## config.mk

```make
export PLATFORM = sky130hd
export DESIGN_NAME = fat_chain_allocator_unit
export DESIGN_NICKNAME = d
export VERILOG_FILES = /design/src/sv/fca_pkg.sv /design/src/sv/fca_fat.sv /design/src/sv/fat_chain_allocator_unit.sv
export VERILOG_INCLUDE_DIRS = /design/src /design/src/sv
export SDC_FILE = /design/constraint.sdc
export NUM_CORES = 2
export LEC_CHECK = 0
export ABC_CLOCK_PERIOD_IN_PS = 17400
export BUFFER_PORTS_ARGS = -buffer_cell sky130_fd_sc_hd__buf_2
export CAP_MARGIN = 0
export CORE_MARGIN = 2
export CORE_UTILIZATION = 42
export DETAILED_ROUTE_END_ITERATION = 6
export GPL_ROUTABILITY_DRIVEN = 0
export PLACE_DENSITY = 0.59
export SKIP_CTS_REPAIR_TIMING = 1
export SYNTH_ARGS = -nofsm -noshare
export SYNTH_HDL_FRONTEND = slang
export SYNTH_SLANG_ARGS = --single-unit
```

## constraint.sdc

```tcl
create_clock -name clk -period 17.4 [get_ports clk]
set_input_delay 3.48 -clock clk [delete_from_list [all_inputs] [get_ports clk]]
set_output_delay 3.48 -clock clk [all_outputs]
set_load 0.02 [all_outputs]
```

## src/sv/fat_chain_allocator_unit_defines.svh

```systemverilog
// Assertion macros shared by the allocator RTL.
`ifndef FAT_CHAIN_ALLOCATOR_UNIT_DEFINES_SVH
`define FAT_CHAIN_ALLOCATOR_UNIT_DEFINES_SVH

// Same-cycle implication, checked on clk with reset masked.
`define FCA_ASSERT_NOW(label, ante, cons) \
	label: assert property (@(posedge clk) disable iff (!arst_n) (ante) |-> (cons)) \
		else $error("fca check failed");

// Next-cycle implication, checked on clk with reset masked.
`define FCA_ASSERT_NEXT(label, ante, cons) \
	label: assert property (@(posedge clk) disable iff (!arst_n) (ante) |=> (cons)) \
		else $error("fca check failed");

`endif

```

## src/sv/fca_pkg.sv

```systemverilog
// Shared constants, codes and types of the chain allocator.
`timescale 1ns / 1ps
package fca_pkg;
	localparam int NUM_BLOCKS   = 256;
	localparam int ROOT_ENTRIES = 16;
	localparam int FAT_BLOCKS   = 11;
	localparam int FIRST_DATA   = FAT_BLOCKS + 2;
	localparam int BLK_W        = 8;
	localparam int DIR_W        = 4;
	localparam int KEY_W        = 48;
	localparam int CNT_W        = 9;
	localparam int KIND_W       = 3;
	localparam int STAT_W       = 3;

	localparam logic [KIND_W-1:0] K_CREATE = 3'd0;
	localparam logic [KIND_W-1:0] K_REMOVE = 3'd1;
	localparam logic [KIND_W-1:0] K_FIRST  = 3'd2;
	localparam logic [KIND_W-1:0] K_APPEND = 3'd3;
	localparam logic [KIND_W-1:0] K_UNLINK = 3'd4;
	localparam logic [KIND_W-1:0] K_NEXT   = 3'd5;

	localparam logic [STAT_W-1:0] ST_OK          = 3'd0;
	localparam logic [STAT_W-1:0] ST_EXISTS      = 3'd1;
	localparam logic [STAT_W-1:0] ST_DIR_FULL    = 3'd2;
	localparam logic [STAT_W-1:0] ST_NOT_FOUND   = 3'd3;
	localparam logic [STAT_W-1:0] ST_NOT_EMPTY   = 3'd4;
	localparam logic [STAT_W-1:0] ST_DISK_FULL   = 3'd5;
	localparam logic [STAT_W-1:0] ST_NOT_IN_FILE = 3'd6;

	localparam logic [BLK_W-1:0] FREE_HEAD_RST = BLK_W'(FIRST_DATA);

	typedef logic [BLK_W-1:0] blk_t;

	typedef struct packed {
		logic rd_en;
		blk_t rd_addr;
		logic wr_en;
		blk_t wr_addr;
		blk_t wr_data;
	} fat_req_t;

	function automatic blk_t fat_reset_val(input blk_t addr);
		if (int'(addr) >= FIRST_DATA && int'(addr) + 1 < NUM_BLOCKS)
			return addr + blk_t'(1);
		return '0;
	endfunction
endpackage

```

## src/sv/fca_fat.sv

```systemverilog
// Allocation table memory with per-entry valid bits and registered read.
`timescale 1ns / 1ps
module fca_fat (
	input  logic              clk,
	input  logic              arst_n,
	input  fca_pkg::fat_req_t req,
	output fca_pkg::blk_t     rd_data
);
	import fca_pkg::*;

	blk_t                  mem [NUM_BLOCKS];
	logic [NUM_BLOCKS-1:0] valid_q;
	blk_t                  rd_data_q;

	always_ff @(posedge clk or negedge arst_n) begin
		if (!arst_n) begin
			valid_q <= '0;
		end else if (req.wr_en) begin
			valid_q[req.wr_addr] <= 1'b1;
		end
	end

	always_ff @(posedge clk) begin
		if (req.wr_en) begin
			mem[req.wr_addr] <= req.wr_data;
		end
		if (req.rd_en) begin
			rd_data_q <= valid_q[req.rd_addr] ? mem[req.rd_addr] : fat_reset_val(req.rd_addr);
		end
	end

	assign rd_data = rd_data_q;
endmodule

```

## src/sv/fat_chain_allocator_unit.sv

```systemverilog
// Top level of the directory and allocation-table chain allocator.
// One operation at a time: in_ready is high only while the block is idle.
// Every operation first scans the 16 directory slots, one per cycle,
// then does its table work through the table memory, one access at a time:
// it walks a chain block by block (up to 256 blocks), then makes its updates.
// Create, remove and first-block do no table work; append, unlink and next
// walk the file's chain when it has one. The result is held in an output
// register, so one finished result can wait while the block idles.
`timescale 1ns / 1ps
`include "fat_chain_allocator_unit_defines.svh"
module fat_chain_allocator_unit (
	input  logic                         clk,
	input  logic                         arst_n,
	input  logic                         in_valid,
	output logic                         in_ready,
	input  logic [fca_pkg::KIND_W-1:0]   kind,
	input  logic [fca_pkg::KEY_W-1:0]    name_key,
	input  logic [fca_pkg::BLK_W-1:0]    block_number,
	output logic                         out_valid,
	input  logic                         out_ready,
	output logic [fca_pkg::STAT_W-1:0]   status,
	output logic [fca_pkg::BLK_W-1:0]    block_result
);
	import fca_pkg::*;

	typedef enum logic [3:0] {
		S_IDLE, S_SCAN, S_DISP, S_APP_RD, S_APP_CHK, S_APP_LINK, S_POP_RD, S_POP_CHK,
		S_FIND_RD, S_FIND_CHK, S_NXT_RD, S_NXT_CHK, S_UNL_PUSH, S_FINISH
	} state_t;

	state_t                  state_q;
	logic [KIND_W-1:0]       kind_q;
	logic [KEY_W-1:0]        key_q;
	blk_t                    blk_q;
	logic [ROOT_ENTRIES-1:0] dir_valid_q;
	logic [KEY_W-1:0]        dir_key_q [ROOT_ENTRIES];
	blk_t                    dir_first_q [ROOT_ENTRIES];
	blk_t                    free_head_q;
	logic [DIR_W-1:0]        idx_q;
	logic [DIR_W-1:0]        didx_q;
	logic [DIR_W-1:0]        fidx_q;
	logic                    found_q;
	logic                    free_found_q;
	blk_t                    b_q;
	blk_t                    p_q;
	logic [CNT_W-1:0]        cnt_q;
	logic [STAT_W-1:0]       st_q;
	blk_t                    res_q;
	logic                    out_valid_q;
	logic [STAT_W-1:0]       status_q;
	blk_t                    block_result_q;

	fat_req_t fat_req;
	blk_t     fat_rd;
	logic     cnt_full;

	assign cnt_full = (cnt_q == CNT_W'(NUM_BLOCKS));

	fca_fat u_fat (
		.clk     (clk),
		.arst_n  (arst_n),
		.req     (fat_req),
		.rd_data (fat_rd)
	);

	always_comb begin
		fat_req = '0;
		unique case (state_q)
			S_APP_RD: begin
				fat_req.rd_en   = !cnt_full;
				fat_req.rd_addr = b_q;
			end
			S_APP_LINK: begin
				fat_req.wr_en   = 1'b1;
				fat_req.wr_addr = b_q;
				fat_req.wr_data = free_head_q;
			end
			S_POP_RD: begin
				fat_req.rd_en   = 1'b1;
				fat_req.rd_addr = free_head_q;
			end
			S_POP_CHK: begin
				fat_req.wr_en   = 1'b1;
				fat_req.wr_addr = free_head_q;
			end
			S_FIND_RD: begin
				fat_req.rd_en   = !cnt_full && b_q != '0 && b_q != blk_q;
				fat_req.rd_addr = b_q;
			end
			S_NXT_RD: begin
				fat_req.rd_en   = 1'b1;
				fat_req.rd_addr = blk_q;
			end
			S_NXT_CHK: begin
				fat_req.wr_en   = kind_q == K_UNLINK && p_q != '0;
				fat_req.wr_addr = p_q;
				fat_req.wr_data = fat_rd;
			end
			S_UNL_PUSH: begin
				fat_req.wr_en   = 1'b1;
				fat_req.wr_addr = blk_q;
				fat_req.wr_data = free_head_q;
			end
			default: begin
				fat_req = '0;
			end
		endcase
	end

	always_ff @(posedge clk or negedge arst_n) begin
		if (!arst_n) begin
			state_q        <= S_IDLE;
			kind_q         <= '0;
			key_q          <= '0;
			blk_q          <= '0;
			dir_valid_q    <= '0;
			for (int i = 0; i < ROOT_ENTRIES; i++) begin
				dir_key_q[i]   <= '0;
				dir_first_q[i] <= '0;
			end
			free_head_q    <= FREE_HEAD_RST;
			idx_q          <= '0;
			didx_q         <= '0;
			fidx_q         <= '0;
			found_q        <= 1'b0;
			free_found_q   <= 1'b0;
			b_q            <= '0;
			p_q            <= '0;
			cnt_q          <= '0;
			st_q           <= ST_OK;
			res_q          <= '0;
			out_valid_q    <= 1'b0;
			status_q       <= ST_OK;
			block_result_q <= '0;
		end else begin
			if (out_valid_q && out_ready && state_q != S_FINISH) begin
				out_valid_q <= 1'b0;
			end
			unique case (state_q)
				S_IDLE: begin
					if (in_valid) begin
						kind_q       <= kind;
						key_q        <= name_key;
						blk_q        <= block_number;
						idx_q        <= '0;
						found_q      <= 1'b0;
						free_found_q <= 1'b0;
						st_q         <= ST_OK;
						res_q        <= '0;
						state_q      <= S_SCAN;
					end
				end
				S_SCAN: begin
					if (dir_valid_q[idx_q] && dir_key_q[idx_q] == key_q && !found_q) begin
						found_q <= 1'b1;
						didx_q  <= idx_q;
					end
					if (!dir_valid_q[idx_q] && !free_found_q) begin
						free_found_q <= 1'b1;
						fidx_q       <= idx_q;
					end
					idx_q <= idx_q + DIR_W'(1);
					if (idx_q == DIR_W'(ROOT_ENTRIES - 1)) begin
						state_q <= S_DISP;
					end
				end
				S_DISP: begin
					b_q     <= dir_first_q[didx_q];
					p_q     <= '0;
					cnt_q   <= '0;
					state_q <= S_FINISH;
					unique case (kind_q)
						K_CREATE: begin
							if (found_q) begin
								st_q <= ST_EXISTS;
							end else if (free_found_q) begin
								dir_valid_q[fidx_q] <= 1'b1;
								dir_key_q[fidx_q]   <= key_q;
								dir_first_q[fidx_q] <= '0;
							end else begin
								st_q <= ST_DIR_FULL;
							end
						end
						K_REMOVE: begin
							if (!found_q) begin
								st_q <= ST_NOT_FOUND;
							end else if (dir_first_q[didx_q] != '0) begin
								st_q <= ST_NOT_EMPTY;
							end else begin
								dir_valid_q[didx_q] <= 1'b0;
							end
						end
						K_FIRST: begin
							if (!found_q) begin
								st_q <= ST_NOT_FOUND;
							end else begin
								res_q <= dir_first_q[didx_q];
							end
						end
						K_APPEND: begin
							if (free_head_q == '0) begin
								st_q <= ST_DISK_FULL;
							end else if (!found_q) begin
								st_q <= ST_NOT_FOUND;
							end else if (dir_first_q[didx_q] == '0) begin
								dir_first_q[didx_q] <= free_head_q;
								state_q             <= S_POP_RD;
							end else begin
								state_q <= S_APP_RD;
							end
						end
						K_UNLINK, K_NEXT: begin
							if (!found_q) begin
								st_q <= ST_NOT_FOUND;
							end else begin
								state_q <= S_FIND_RD;
							end
						end
						default: begin
							st_q <= ST_OK;
						end
					endcase
				end
				S_APP_RD: begin
					state_q <= cnt_full ? S_APP_LINK : S_APP_CHK;
				end
				S_APP_CHK: begin
					if (fat_rd == '0) begin
						state_q <= S_APP_LINK;
					end else begin
						b_q     <= fat_rd;
						cnt_q   <= cnt_q + CNT_W'(1);
						state_q <= S_APP_RD;
					end
				end
				S_APP_LINK: begin
					state_q <= S_POP_RD;
				end
				S_POP_RD: begin
					state_q <= S_POP_CHK;
				end
				S_POP_CHK: begin
					res_q       <= free_head_q;
					free_head_q <= fat_rd;
					state_q     <= S_FINISH;
				end
				S_FIND_RD: begin
					if (cnt_full || b_q == '0) begin
						st_q    <= ST_NOT_IN_FILE;
						state_q <= S_FINISH;
					end else if (b_q == blk_q) begin
						state_q <= S_NXT_RD;
					end else begin
						state_q <= S_FIND_CHK;
					end
				end
				S_FIND_CHK: begin
					p_q     <= b_q;
					b_q     <= fat_rd;
					cnt_q   <= cnt_q + CNT_W'(1);
					state_q <= S_FIND_RD;
				end
				S_NXT_RD: begin
					state_q <= S_NXT_CHK;
				end
				S_NXT_CHK: begin
					if (kind_q == K_NEXT) begin
						res_q   <= fat_rd;
						state_q <= S_FINISH;
					end else begin
						if (p_q == '0) begin
							dir_first_q[didx_q] <= fat_rd;
						end
						state_q <= S_UNL_PUSH;
					end
				end
				S_UNL_PUSH: begin
					free_head_q <= blk_q;
					state_q     <= S_FINISH;
				end
				S_FINISH: begin
					if (!out_valid_q || out_ready) begin
						out_valid_q    <= 1'b1;
						status_q       <= st_q;
						block_result_q <= res_q;
						state_q        <= S_IDLE;
					end
				end
				default: begin
					state_q <= S_IDLE;
				end
			endcase
		end
	end

	assign in_ready     = (state_q == S_IDLE);
	assign out_valid    = out_valid_q;
	assign status       = status_q;
	assign block_result = block_result_q;

	`FCA_ASSERT_NEXT(a_accept_starts_scan, in_valid && in_ready, state_q == S_SCAN && idx_q == '0)
	`FCA_ASSERT_NOW(a_walk_bounded, 1'b1, cnt_q <= CNT_W'(NUM_BLOCKS))
	`FCA_ASSERT_NOW(a_error_no_block, out_valid_q && status_q != ST_OK, block_result_q == '0)
	`FCA_ASSERT_NOW(a_one_port_access, 1'b1, !(fat_req.rd_en && fat_req.wr_en))
endmodule
```

==> results.md <==
* Drt drc at 1
* Net Sw Frac at 0.3684
* Die area at 338600 um^2
* Crit path largest cell delay at 910 ps
* Post-route ant nets at 0
* Final core area utilization at 0.4714
* Fin cells at 14570
* Clock Pin Slew Worst Setup and Hold Paths at 60 ps
* Initial antenna violation count at 29
* Reg2reg setup slack at 9360 ps
* 1st-pass router iterations at 7
* Total number of vias at 90080
* Largest net degree at the start of global routing at 189
* Critical path cell sequence: nor4b_2 -> o21ai_4 -> nand2_4 -> buf_4 -> buf_4 -> buf_4 -> buf_4 -> mux2i_1 -> o22ai_1 -> nor4_1 -> nor4_1 -> a2111oi_0 -> nand4_1 -> mux2_4
* Syn Area/Cell at 14.03 um^2
* Fmax at 0.1244 GHz
* Wirelength, routed at 453.2 mm
* Synth top area share at 0.4401
* Comb power frac at 0.295
* Synth area leaders: edfxtp_1 44%, dfrtp_1 23%, mux2_2 6.8%
* CTS tree: built
* Max_slew headroom at -0.01768
* Worst-Margin Slew at 1527 ps
* Worst Path Required at 18070 ps
* EDFF count, synth at 2056
* CP arrival at 8700 ps
* WL per Instance at between 30 and 40 um
* Flop pwr share at 0.395
* CP max stage cell: nor4b_2
* Maximum clock insertion buffer count at 4
* Placed Cells at between 10000 and 15000
* Number of vias per cell at 6.185
* Die Ht at 581.9 um
* RR Startpoint: state_q[3]
* All-Layer GR Usage at 0.2621
* PD cells at about 160 nW/um^2
* Clock share of power at 0.309
* Combinational family with the most area after synthesis: multiplexers
* Setup crit start kind: flip-flop
* Final setup viols at 0
* CTS sink cnt at 3357
* Initial drt markers at 11300
* Gr ovfl total at 0
* CP endpoint kind: flip-flop
* P_sw at 8.970 mW
* Crit path top cell by count: buf_4
* IO Pins at 76
* Synth Area in XOR/XNOR at 0.004121
* Net Count, Synth at approximately 10000
* Post-synth cell types at 91
* Largest area contributor in the netlist: edfxtp_1
* Top FF cell, synth: edfxtp_1
* Layout cells sized above 1 at 0.2177
* Number of synthesized register bits at ~3400
* Hold wc startpoint: u_fat.valid_q[141]
* Slew Limit Fails at 5
* Worst reg2reg path endpoint: u_fat.rd_data[6]
* Vias in the first global route at between 80000 and 90000
* Maximum Capacitance Violations at 2
* Mux cell area share after synthesis at 0.1333
* Synth Area in Simple Gates at 0.08894
* Synth warn at 0
* RSZ-0062 raised after global routing: false
* Clk_skew at 65.57 ps
* Core Box Area at between 300000 and 400000 um^2
* I/O Buffers at 75
* CTS buffer count at 344
* Failing checks: design-rule violations, max-capacitance violations, max-slew violations
* Chip width at 581.9 um
* DPL Wire Length at around 270 mm
* Final Hold Fails at 0
* Status: finished with violations
* Post-Synth Adder-Cell Area at 0.0005352
* Compound-cell area share of the yosys netlist at 0.07789
* Final Cycle Share at 0.4618
* Cells after Synth at 9995
* Shortest period the worst path allows at 8036 ps
* Layout area overhead at 11.86%
* FF-to-FF path depth at 14
* Post-synth ARST share at 0.3875
* Pleak at 60.27 nW
* Placement Rows at 212
* Clk_lat worst skew at 930 ps
* Global-route wire length before repair at 648.6 mm
* Hold Crit Class: flip-flop to flip-flop
* Fin nets at 9956
* CP max FO at between 60 and 70
* Fin Setup TNS at 0 ps
* Seq/Total Area, Yosys at 0.6722
* WHS Path Cells at 1
* Starting Density at 0.4214
* Mapped cell area at 140300 um^2
* Max VDD drop at 0.1258 mV
* Critical path type: flip-flop to flip-flop
* H-tree levels at 5
* CTS root buffer: clkbuf_16
* Worst hold path endpoint: u_fat.valid_q[141]
* Int Pwr at approximately 15 mW
==> sequential cells by signal, summed over array words and instances (netlist names), 3 cells and up <==
name           flops
st_q               3
p_q                8
dir_first_q      128
u_fat.mem       2048
idx_q              4
fidx_q             4
dir_valid_q       16
u_fat.valid_q    256
u_fat.rd_data      8
block_result       8
didx_q             4
state_q            4
blk_q              8
status             3
cnt_q              9
dir_key_q        768
res_q              8
key_q             48
kind_q             3
free_head_q        8
b_q                8
==> worst max-delay path, delay by kind of cell (launching register included) <==
family,cells,cell delay (ps)
buffers and inverters,4,2830
and+or+nand+nor,5,2310
AOI/OAI and AO/OA,3,1020
DFF,1,850
muxes,2,590
==> synthesized netlist by cell type (93+ instances only) <==
| cell type | instances |
|---|---|
| buf_1 | 188 |
| nand2_1 | 1332 |
| buf_2 | 186 |
| a31oi_1 | 127 |
| o22ai_1 | 111 |
| nand3_1 | 266 |
| dfrtp_1 | 1298 |
| nor2_1 | 392 |
| mux2i_1 | 522 |
| or2_2 | 259 |
| edfxtp_1 | 2056 |
| o21ai_0 | 156 |
| mux4_2 | 173 |
| o2bb2ai_1 | 131 |
| and3_1 | 205 |
| a211oi_1 | 196 |
| a21oi_1 | 218 |
| clkbuf_1 | 372 |
| mux2_2 | 848 |
| a32oi_1 | 93 |
==> power by group through the flow <==
stage / sequential [mW] / combinational (mW) / clock, mW
6_report: 9.63 / 7.19 / 7.53
5_1_grt: 9.67 / 7.40 / 7.93
4_1_cts: 9.61 / 7.03 / 7.61
3_5_place_dp: 9.77 / 7.01 / 0
3_3_place_gp: 9.74 / 6.95 / 0
2_1_floorplan: 9.40 / 4.18 / 0
==> kinds of logic after synthesis <==
family / Yosys count
and+or+nand+nor: 2732
adders and majority gates: 6
buffers and inverters: 777
AOI/OAI and AO/OA: 1512
DFF: 3357
muxes: 1545
xor gates and xnor gates: 66
==> layout make-up <==
cell class,instances,area [um^2]
Inverter,12,61.31
Multi-Input combinational cell,5861,43310
Antenna cell,11,27.53
Tap cell,4387,5489
Timing Repair Buffer,311,2322
Clock buffer,481,9868
Fill cell,28690,176000
Clock inverter,145,1521
Sequential cell,3357,94310
==> stage by stage <==
stage / setup WS [ps] / hold slack [ps] / power [mW] / instance area [um^2]
floorplan: 10810 / 430.2 / 13.58 / 140300
global placement: 9504 / 444.1 / 16.69 / 145500
detailed placement: 9477 / 445.5 / 16.78 / 145500
CTS: 9474 / 461.9 / 24.25 / 156900
global route: 9016 / 471.6 / 25.00 / 156900
finish: 9364 / 461.5 / 24.35 / 156900
==> worst max-delay path by stage <==
| stage | startpoint | to | slack (ps) |
|---|---|---|---|
| after floorplan | state_q[3] | u_fat.mem[0][0] | 10810 |
| after global placement | state_q[3] | u_fat.rd_data[6] | 9500 |
| after detailed placement | state_q[3] | u_fat.rd_data[6] | 9480 |
| after CTS | state_q[3] | u_fat.rd_data[6] | 9470 |
| after global routing | state_q[3] | u_fat.rd_data[6] | 9020 |
| final | state_q[3] | u_fat.rd_data[6] | 9360 |
==> cells in the final DEF, fill, tap and decap left out, types with 28 or more instances in the layout <==
cell / n
a22oi_1: 82
clkbuf_1: 76
mux2_2: 848
bufinv_16: 30
a32oi_1: 93
o22ai_1: 109
nor2_1: 366
buf_4: 222
xor2_1: 38
nor3_1: 58
clkinv_2: 61
buf_2: 75
a211oi_1: 194
mux4_2: 173
o21ai_0: 149
a22o_1: 29
dfrtp_1: 1293
nand2_1: 1326
mux2i_1: 522
and3_1: 205
a311oi_1: 91
a21oi_1: 216
a31oi_1: 127
clkbuf_8: 49
clkbuf_16: 356
a221oi_1: 80
nand4_1: 49
nand3_1: 263
o211ai_1: 32
or2_2: 258
a2111oi_0: 33
o2bb2ai_1: 131
edfxtp_1: 2056
clkinv_1: 36
xnor2_1: 28
nor4_1: 81
==> layer usage <==
metal	wire [um]	part of all wire	GRT usage	up-vias
li1	-	-	-	37480
met1	180100	0.40	0.3584	46930
met2	208300	0.46	0.4096	4652
met3	42740	0.094	0.04930	1002
met4	21990	0.049	0.1135	16
met5	107	0.00024	0	-
(Power assumes the default switching activity.)
